--- config.mk ---
export PLATFORM = sky130hd
export DESIGN_NAME = virtual_compare_timer_regs_core
export DESIGN_NICKNAME = d
export VERILOG_FILES = /design/src/vct_pkg.sv /design/src/vct_decode.sv /design/src/vct_exec.sv /design/src/virtual_compare_timer_regs_core.sv
export SDC_FILE = /design/constraint.sdc
export NUM_CORES = 1
export LEC_CHECK = 0
export ABC_AREA = 0
export BUFFER_PORTS_ARGS = -buffer_cell sky130_fd_sc_hd__buf_4
export CAP_MARGIN = 5
export CORE_ASPECT_RATIO = 0.9
export CORE_MARGIN = 3
export CORE_UTILIZATION = 56
export DETAILED_ROUTE_END_ITERATION = 10
export GPL_ROUTABILITY_DRIVEN = 0
export PLACE_DENSITY = 0.77
export SLEW_MARGIN = 10
export SYNTH_ARGS = -nofsm -noshare
export SYNTH_HDL_FRONTEND = slang
export SYNTH_SLANG_ARGS = --single-unit
export TNS_END_PERCENT = 5
--- constraint.sdc ---
create_clock -name clk -period 7.51 [get_ports clk]
set_input_delay 1.502 -clock clk [delete_from_list [all_inputs] [get_ports clk]]
set_output_delay 1.502 -clock clk [all_outputs]
set_load 0.02 [all_outputs]
--- src/vct_pkg.sv ---
package vct_pkg;

    // Timer register group selectors in the trap syndrome
    localparam logic [1:0] OP0_TIMER = 2'd3;
    localparam logic [3:0] CRN_TIMER = 4'd14;
    localparam logic [3:0] CRM_TIMER = 4'd2;

    // op2 codes of the three timer registers
    localparam logic [2:0] REG_TVAL = 3'd0;
    localparam logic [2:0] REG_CTL  = 3'd1;
    localparam logic [2:0] REG_CVAL = 3'd2;

    localparam logic [4:0] RT_ZR = 5'd31;

    localparam int DATA_W = 64;
    localparam int TVAL_W = 32;
    localparam int SYN_W  = 25;

    typedef struct packed {
        logic       fire;     // comparator fire event
        logic       hit;      // decoded as a timer register access
        logic       is_read;
        logic       rt_zr;    // rt is the zero register
        logic [2:0] reg_sel;  // op2
        logic [4:0] rt;
    } dec_t;

    typedef struct packed {
        logic              handled;
        logic              read_valid;
        logic [DATA_W-1:0] read_data;
        logic [4:0]        dest_reg;
        logic [DATA_W-1:0] cmp_deadline;
        logic              cmp_armed;
        logic              irq;
    } result_t;

endpackage

--- src/vct_decode.sv ---
module vct_decode
(
    input  logic                     kind,
    input  logic [vct_pkg::SYN_W-1:0] syndrome,
    output vct_pkg::dec_t            dec
);

    logic [1:0] op0;
    logic [3:0] crn;
    logic [3:0] crm;
    logic [2:0] op2;

    assign op0 = syndrome[21:20];
    assign crn = syndrome[13:10];
    assign crm = syndrome[4:1];
    assign op2 = syndrome[19:17];

    always_comb
    begin
        dec.fire    = kind;
        dec.is_read = syndrome[0];
        dec.rt      = syndrome[9:5];
        dec.rt_zr   = (syndrome[9:5] == vct_pkg::RT_ZR);
        dec.reg_sel = op2;
        // op2 above the compare register is not a timer register
        dec.hit     = !kind
                      && (op0 == vct_pkg::OP0_TIMER)
                      && (crn == vct_pkg::CRN_TIMER)
                      && (crm == vct_pkg::CRM_TIMER)
                      && ((op2 == vct_pkg::REG_TVAL)
                          || (op2 == vct_pkg::REG_CTL)
                          || (op2 == vct_pkg::REG_CVAL));
    end

endmodule

--- src/vct_exec.sv ---
module vct_exec
(
    input  logic                       clk,
    input  logic                       rst_n,
    input  logic                       step,
    input  vct_pkg::dec_t              dec,
    input  logic [vct_pkg::DATA_W-1:0] write_data,
    input  logic [vct_pkg::DATA_W-1:0] count_now,
    output vct_pkg::result_t           res
);

    logic [vct_pkg::DATA_W-1:0] deadline_reg, deadline_next;
    logic                       enable_reg, enable_next;
    logic                       mask_reg, mask_next;
    logic [vct_pkg::DATA_W-1:0] bdl_reg, bdl_next;
    logic                       barmed_reg, barmed_next;

    logic [vct_pkg::DATA_W-1:0] src;
    logic [vct_pkg::DATA_W-1:0] tval_ext;
    logic [vct_pkg::DATA_W-1:0] remain;
    logic                       expired;
    logic [vct_pkg::DATA_W-1:0] rd_val;

    assign src      = dec.rt_zr ? '0 : write_data;
    assign tval_ext = {{(vct_pkg::DATA_W - vct_pkg::TVAL_W){src[vct_pkg::TVAL_W-1]}},
                       src[vct_pkg::TVAL_W-1:0]};
    assign remain   = deadline_reg - count_now;
    assign expired  = (count_now >= deadline_reg);

    always_comb
    begin
        case (dec.reg_sel)
            vct_pkg::REG_TVAL:
                rd_val = {{(vct_pkg::DATA_W - vct_pkg::TVAL_W){1'b0}},
                          remain[vct_pkg::TVAL_W-1:0]};
            vct_pkg::REG_CTL:
                rd_val = {{(vct_pkg::DATA_W - 3){1'b0}},
                          enable_reg && expired, mask_reg, enable_reg};
            vct_pkg::REG_CVAL:
                rd_val = deadline_reg;
            default:
                rd_val = '0;
        endcase
    end

    always_comb
    begin
        deadline_next = deadline_reg;
        enable_next   = enable_reg;
        mask_next     = mask_reg;
        bdl_next      = bdl_reg;
        barmed_next   = barmed_reg;

        res.handled    = 1'b0;
        res.read_valid = 1'b0;
        res.read_data  = '0;
        res.dest_reg   = dec.fire ? '0 : dec.rt;
        res.irq        = dec.fire;

        if (dec.fire)
        begin
            barmed_next = 1'b0;
        end
        else if (dec.hit)
        begin
            res.handled = 1'b1;
            if (dec.is_read)
            begin
                if (!dec.rt_zr)
                begin
                    res.read_valid = 1'b1;
                    res.read_data  = rd_val;
                end
            end
            else
            begin
                case (dec.reg_sel)
                    vct_pkg::REG_TVAL: deadline_next = count_now + tval_ext;
                    vct_pkg::REG_CTL:
                    begin
                        enable_next = src[0];
                        mask_next   = src[1];
                    end
                    vct_pkg::REG_CVAL: deadline_next = src;
                    default:           deadline_next = deadline_reg;
                endcase
                // reprogram the backing comparator; disarm keeps old deadline
                if (enable_next && !mask_next)
                begin
                    bdl_next    = deadline_next;
                    barmed_next = 1'b1;
                end
                else
                begin
                    barmed_next = 1'b0;
                end
            end
        end

        res.cmp_deadline = bdl_next;
        res.cmp_armed    = barmed_next;
    end

    always_ff @(posedge clk or negedge rst_n)
    begin
        if (!rst_n)
        begin
            deadline_reg <= '0;
            enable_reg   <= 1'b0;
            mask_reg     <= 1'b0;
            bdl_reg      <= '0;
            barmed_reg   <= 1'b0;
        end
        else if (step)
        begin
            deadline_reg <= deadline_next;
            enable_reg   <= enable_next;
            mask_reg     <= mask_next;
            bdl_reg      <= bdl_next;
            barmed_reg   <= barmed_next;
        end
    end

endmodule

--- src/virtual_compare_timer_regs_core.sv ---
// Channel  | Handshake           | Beat contents
// ---------+---------------------+-------------------------------------------
// input    | in_valid / in_ready | kind, syndrome, write_data, count_now
// output   | out_valid/out_ready | handled, read_valid, read_data, dest_reg,
//          |                     | comparator_deadline, comparator_armed,
//          |                     | raise_interrupt
//
// One beat per cycle sustained while the output is not stalled; a beat passes
// the input register, then the result register. The timer state updates as a
// beat moves into the result register, so each beat sees its predecessor's writes.
// A stalled output holds its beat; the input register still takes a beat while
// the result waits, and in_ready drops only when both stages are full.
// Reset clears the timer state and both valid flags.
module virtual_compare_timer_regs_core
(
    input  logic                       clk,
    input  logic                       rst_n,

    input  logic                       in_valid,
    output logic                       in_ready,
    input  logic                       kind,
    input  logic [vct_pkg::SYN_W-1:0]  syndrome,
    input  logic [vct_pkg::DATA_W-1:0] write_data,
    input  logic [vct_pkg::DATA_W-1:0] count_now,

    output logic                       out_valid,
    input  logic                       out_ready,
    output logic                       handled,
    output logic                       read_valid,
    output logic [vct_pkg::DATA_W-1:0] read_data,
    output logic [4:0]                 dest_reg,
    output logic [vct_pkg::DATA_W-1:0] comparator_deadline,
    output logic                       comparator_armed,
    output logic                       raise_interrupt
);

    // Input register
    logic                       in_valid_reg;
    logic                       kind_reg;
    logic [vct_pkg::SYN_W-1:0]  syndrome_reg;
    logic [vct_pkg::DATA_W-1:0] wdata_reg;
    logic [vct_pkg::DATA_W-1:0] count_reg;

    // Result register
    logic                       out_valid_reg;
    vct_pkg::result_t           res_reg;

    logic                       advance;   // result register can load
    logic                       step;      // a beat moves through execute
    vct_pkg::dec_t              dec;
    vct_pkg::result_t           res;

    assign advance  = !out_valid_reg || out_ready;
    assign step     = in_valid_reg && advance;
    assign in_ready = !in_valid_reg || advance;

    always_ff @(posedge clk or negedge rst_n)
    begin
        if (!rst_n)
        begin
            in_valid_reg  <= 1'b0;
            out_valid_reg <= 1'b0;
        end
        else
        begin
            if (in_ready)
            begin
                in_valid_reg <= in_valid;
            end
            if (advance)
            begin
                out_valid_reg <= in_valid_reg;
            end
        end
    end

    always_ff @(posedge clk)
    begin
        if (in_valid && in_ready)
        begin
            kind_reg     <= kind;
            syndrome_reg <= syndrome;
            wdata_reg    <= write_data;
            count_reg    <= count_now;
        end
        if (step)
        begin
            res_reg <= res;
        end
    end

    vct_decode u_decode
    (
        .kind     (kind_reg),
        .syndrome (syndrome_reg),
        .dec      (dec)
    );

    vct_exec u_exec
    (
        .clk        (clk),
        .rst_n      (rst_n),
        .step       (step),
        .dec        (dec),
        .write_data (wdata_reg),
        .count_now  (count_reg),
        .res        (res)
    );

    assign out_valid           = out_valid_reg;
    assign handled             = res_reg.handled;
    assign read_valid          = res_reg.read_valid;
    assign read_data           = res_reg.read_data;
    assign dest_reg            = res_reg.dest_reg;
    assign comparator_deadline = res_reg.cmp_deadline;
    assign comparator_armed    = res_reg.cmp_armed;
    assign raise_interrupt     = res_reg.irq;

    // A fire beat is never a decoded access and names no register
    a_fire_excl: assert property (@(posedge clk) disable iff (!rst_n)
        (out_valid && raise_interrupt) |-> (!handled && dest_reg == 5'd0 && !comparator_armed))
        else $error("fire beat carries access results");

    // Read data only on a handled read
    a_read_handled: assert property (@(posedge clk) disable iff (!rst_n)
        (out_valid && read_valid) |-> handled)
        else $error("read_valid without handled access");

    a_read_zero: assert property (@(posedge clk) disable iff (!rst_n)
        (out_valid && !read_valid) |-> (read_data == '0))
        else $error("read_data nonzero without read_valid");

    // Input side stalls only when both stages are full and the output is held
    a_stall_cause: assert property (@(posedge clk) disable iff (!rst_n)
        !in_ready |-> (out_valid && !out_ready))
        else $error("in_ready low without output stall");

endmodule
==> flow_summary.json <==
{
  "slew_viol_final": 0,
  "grt_usage_pct": 31.8,
  "clock_path_buffers": 3,
  "ys.flop_type": "edfxtp_1",
  "synthCells": 2638,
  "setup_viol": 0,
  "ir_drop_mv": 0.177,
  "worstSetupPathType": "reg -> reg",
  "synth_edf_count": 285,
  "period_share_pct": 74.5,
  "num_rows": 73,
  "grt_pass1_vias": 20800,
  "yosys_warnings": 0,
  "cts_tree": "yes",
  "grt_pass1_wl_mm": 119,
  "synth.distinct_cells": 101,
  "drc": 0,
  "max_cap_violations": 0,
  "cpMaxStageDelayCell": "a222oi_1",
  "synth_most_common_cell": "nand2_1",
  "drt_iter0_drc": 3433,
  "vias_per_cell": 6.42,
  "core_area_mm2": 0.0443,
  "area.growth.synth_to_final_pct": 14.7,
  "syn_area_per_cell_um2": 9.54,
  "clock_latency_ns": 0.61,
  "clock-skew-final_ns": 0.0375,
  "grt_max_degree": 89,
  "port_buffers": 290,
  "fmax_ghz": 0.179,
  "hold_violations": 0,
  "cts_setup_buffers": 0,
  "path_cells": "and3_1 -> nand2_8 -> nand2_1 -> inv_1 -> ha_1 -> ha_1 -> a31oi_1 -> o21ai_1 -> a211oi_1 -> o211ai_1 -> a41oi_1 -> nand4_1 -> o21ai_1 -> xor2_1 -> a222oi_1 -> o21ai_1",
  "gr-max-usage-layer": "met1",
  "cts_max_level": 2,
  "crit_arrival_ns": 5.92,
  "ant_nets": 0,
  "synth_area_leader_cell": "edfxtp_1",
  "fin_hold_ws_ns": 0.481,
  "die_area_mm2": 0.0475,
  "period_minus_slack_ns": 5.60,
  "rsz0062_at_grt": "false",
  "fin_nets": 3067,
  "slowest_delay_ns": 0.66,
  "grt_util_met3_pct": 7.63,
  "status": "finished clean",
  "ioPinCount": 297,
  "met2_usage_pct": 45.7,
  "setup-tns-final_ns": 0,
  "p_leak_nw": 11.4,
  "cp_max_fo": 82,
  "pre_cts_ws_ns": 2.25,
  "fillers": 3466,
  "cts.sinks": 418,
  "yosys-top-cells-area": "edfxtp_1 (34%), dfrtp_1 (13%), ha_1 (4.9%)",
  "ctsResizeCount": 0,
  "fp.dieW_um": 230,
  "synth_common_cells": "nand2_1 (308), edfxtp_1 (285), nor2_1 (223)",
  "maxSlewHeadroom_pct": 19.4,
  "synth_top_cell_area_share_pct": 34.0,
  "clock_tree.root_cell": "clkbuf_16",
  "hold_path_class": "reg -> reg",
  "wl_mm": 77.3,
  "via_count": 22100,
  "cp.required_ns": 7.83,
  "cts_buffers": 43,
  "num_antenna_cells": 0,
  "tightest_slew_ns": 1.21,
  "seq_area_frac_synth_pct": 47.2,
  "synthArstFlopShare_pct": 31.8,
  "layout-drive-gt1-share_pct": 15.7,
  "initial_core_util_pct": 56.8,
  "dpl.hpwl_mm": 54.8,
  "cp-end-kind": "flip-flop",
  "synth_area_mm2": 0.0252,
  "powerDensity_mw_per_mm2": 198,
  "clk_pin_slew_ns": 0.06,
  "ys_seq_elements": 418,
  "cp-start-kind": "flip-flop",
  "first_pass_iters": 10,
  "grt_use_met1_pct": 47.6,
  "wire_per_inst_um": 22.5,
  "syn_nets": 2896,
  "overflow": 0,
  "fin_ws_ns": 1.91,
  "crit_top_cell": "o21ai_1",
  "hold_buffers": 0,
  "die_y_um": 207,
  "antenna_found_initial": 0
}
## critical path, delay by kind of cell (launching register included)
kind | cells | cell delay, ns
AO/OA/AOI/OAI | 8 | 2.99
XOR/XNOR | 1 | 0.08
adder cells (fa/ha/maj) | 2 | 0.42
buffers and inverters | 1 | 0.09
flip-flops | 1 | 0.36
AND/OR/NAND/NOR | 4 | 1.37
## routing by layer
metal  routed length, µm  vias up
met5                   0        -
met4                2310        0
met3                9820      169
met2               32700     1423
met1               32500    10600
li1                    -     9960
## kinds of logic after synthesis
kind of cell	after synthesis	synth area share, %
and+or+nand+nor	842	15.4
AOI/OAI and AO/OA	762	19.8
DFF	418	47.2
buffers and inverters	311	5.13
xor gates and xnor gates	146	5.08
adders and majority gates	120	5.80
muxes	39	1.65
## metrics by stage
step	cell area [µm²]	util [%]	instances	power, W
after floorplan	25200	-	2638	0.00330
after global routing	28900	65.2	3443	0.00590
after CTS	28900	65.2	3443	0.00571
after global placement	27500	62.1	3364	0.00360
final	28900	65.2	3443	0.00571
after detailed placement	27500	62.1	3364	0.00362
## layout make-up
class                           count  area [µm²]  area share, %
Clock inverter                     21         216          0.750
Tap cell                          600         751           2.60
Inverter                          122         463           1.60
Clock buffer                       58        1140           3.96
Sequential cell                   418       11900           41.2
Multi-Input combinational cell   1909       12000           41.7
Timing Repair Buffer              315        2370           8.20
## cell usage in the layout, fill, tap and decap left out, types with 16 or more instances in the layout
| cell | Yosys | layout |
|---|---|---|
| and2_1 | 18 | 16 |
| and3_1 | 18 | 18 |
| o22ai_1 | 55 | 55 |
| a21o_1 | 39 | 39 |
| buf_4 | 7 | 314 |
| nand2_1 | 308 | 305 |
| nand3_1 | 57 | 57 |
| o21ai_0 | 175 | 175 |
| a21oi_1 | 197 | 197 |
| ha_1 | 99 | 99 |
| a222oi_1 | 24 | 24 |
| nor3_1 | 55 | 54 |
| nor2b_1 | 24 | 24 |
| edfxtp_1 | 285 | 285 |
| nand2b_1 | 55 | 55 |
| clkbuf_16 | 0 | 43 |
| xor2_1 | 29 | 29 |
| inv_1 | 118 | 116 |
| mux2_2 | 19 | 19 |
| o21ai_1 | 26 | 26 |
| a31oi_1 | 35 | 35 |
| mux2i_1 | 19 | 19 |
| nor2_1 | 223 | 219 |
| maj3_1 | 18 | 18 |
| a32o_1 | 24 | 24 |
| xnor2_1 | 117 | 117 |
| dfrtp_1 | 133 | 133 |
| nand4_1 | 26 | 26 |
## power by group
group	total, W	internal [W]	switching, W
clock	0.00210	0.00118	0.000919
combinational	0.000881	0.000345	0.000536
sequential	0.00272	0.00259	0.000136
## final timing paths
path,start,endpoint,cells past startpoint,slack [ns]
min in group asynchronous,rst_n,in_valid_reg,1,0.98
worst min register to register,u_exec.bdl_reg[21],u_exec.bdl_reg[21],2,0.48
worst max register to register,syndrome_reg[6],comparator_deadline[40],16,1.91
max in group asynchronous,rst_n,u_exec.bdl_reg[27],2,5.29
worst max-delay path,syndrome_reg[6],comparator_deadline[40],16,1.91
worst min-delay path,u_exec.bdl_reg[21],u_exec.bdl_reg[21],2,0.48
Note: power is estimated with default switching activity, not from simulation.
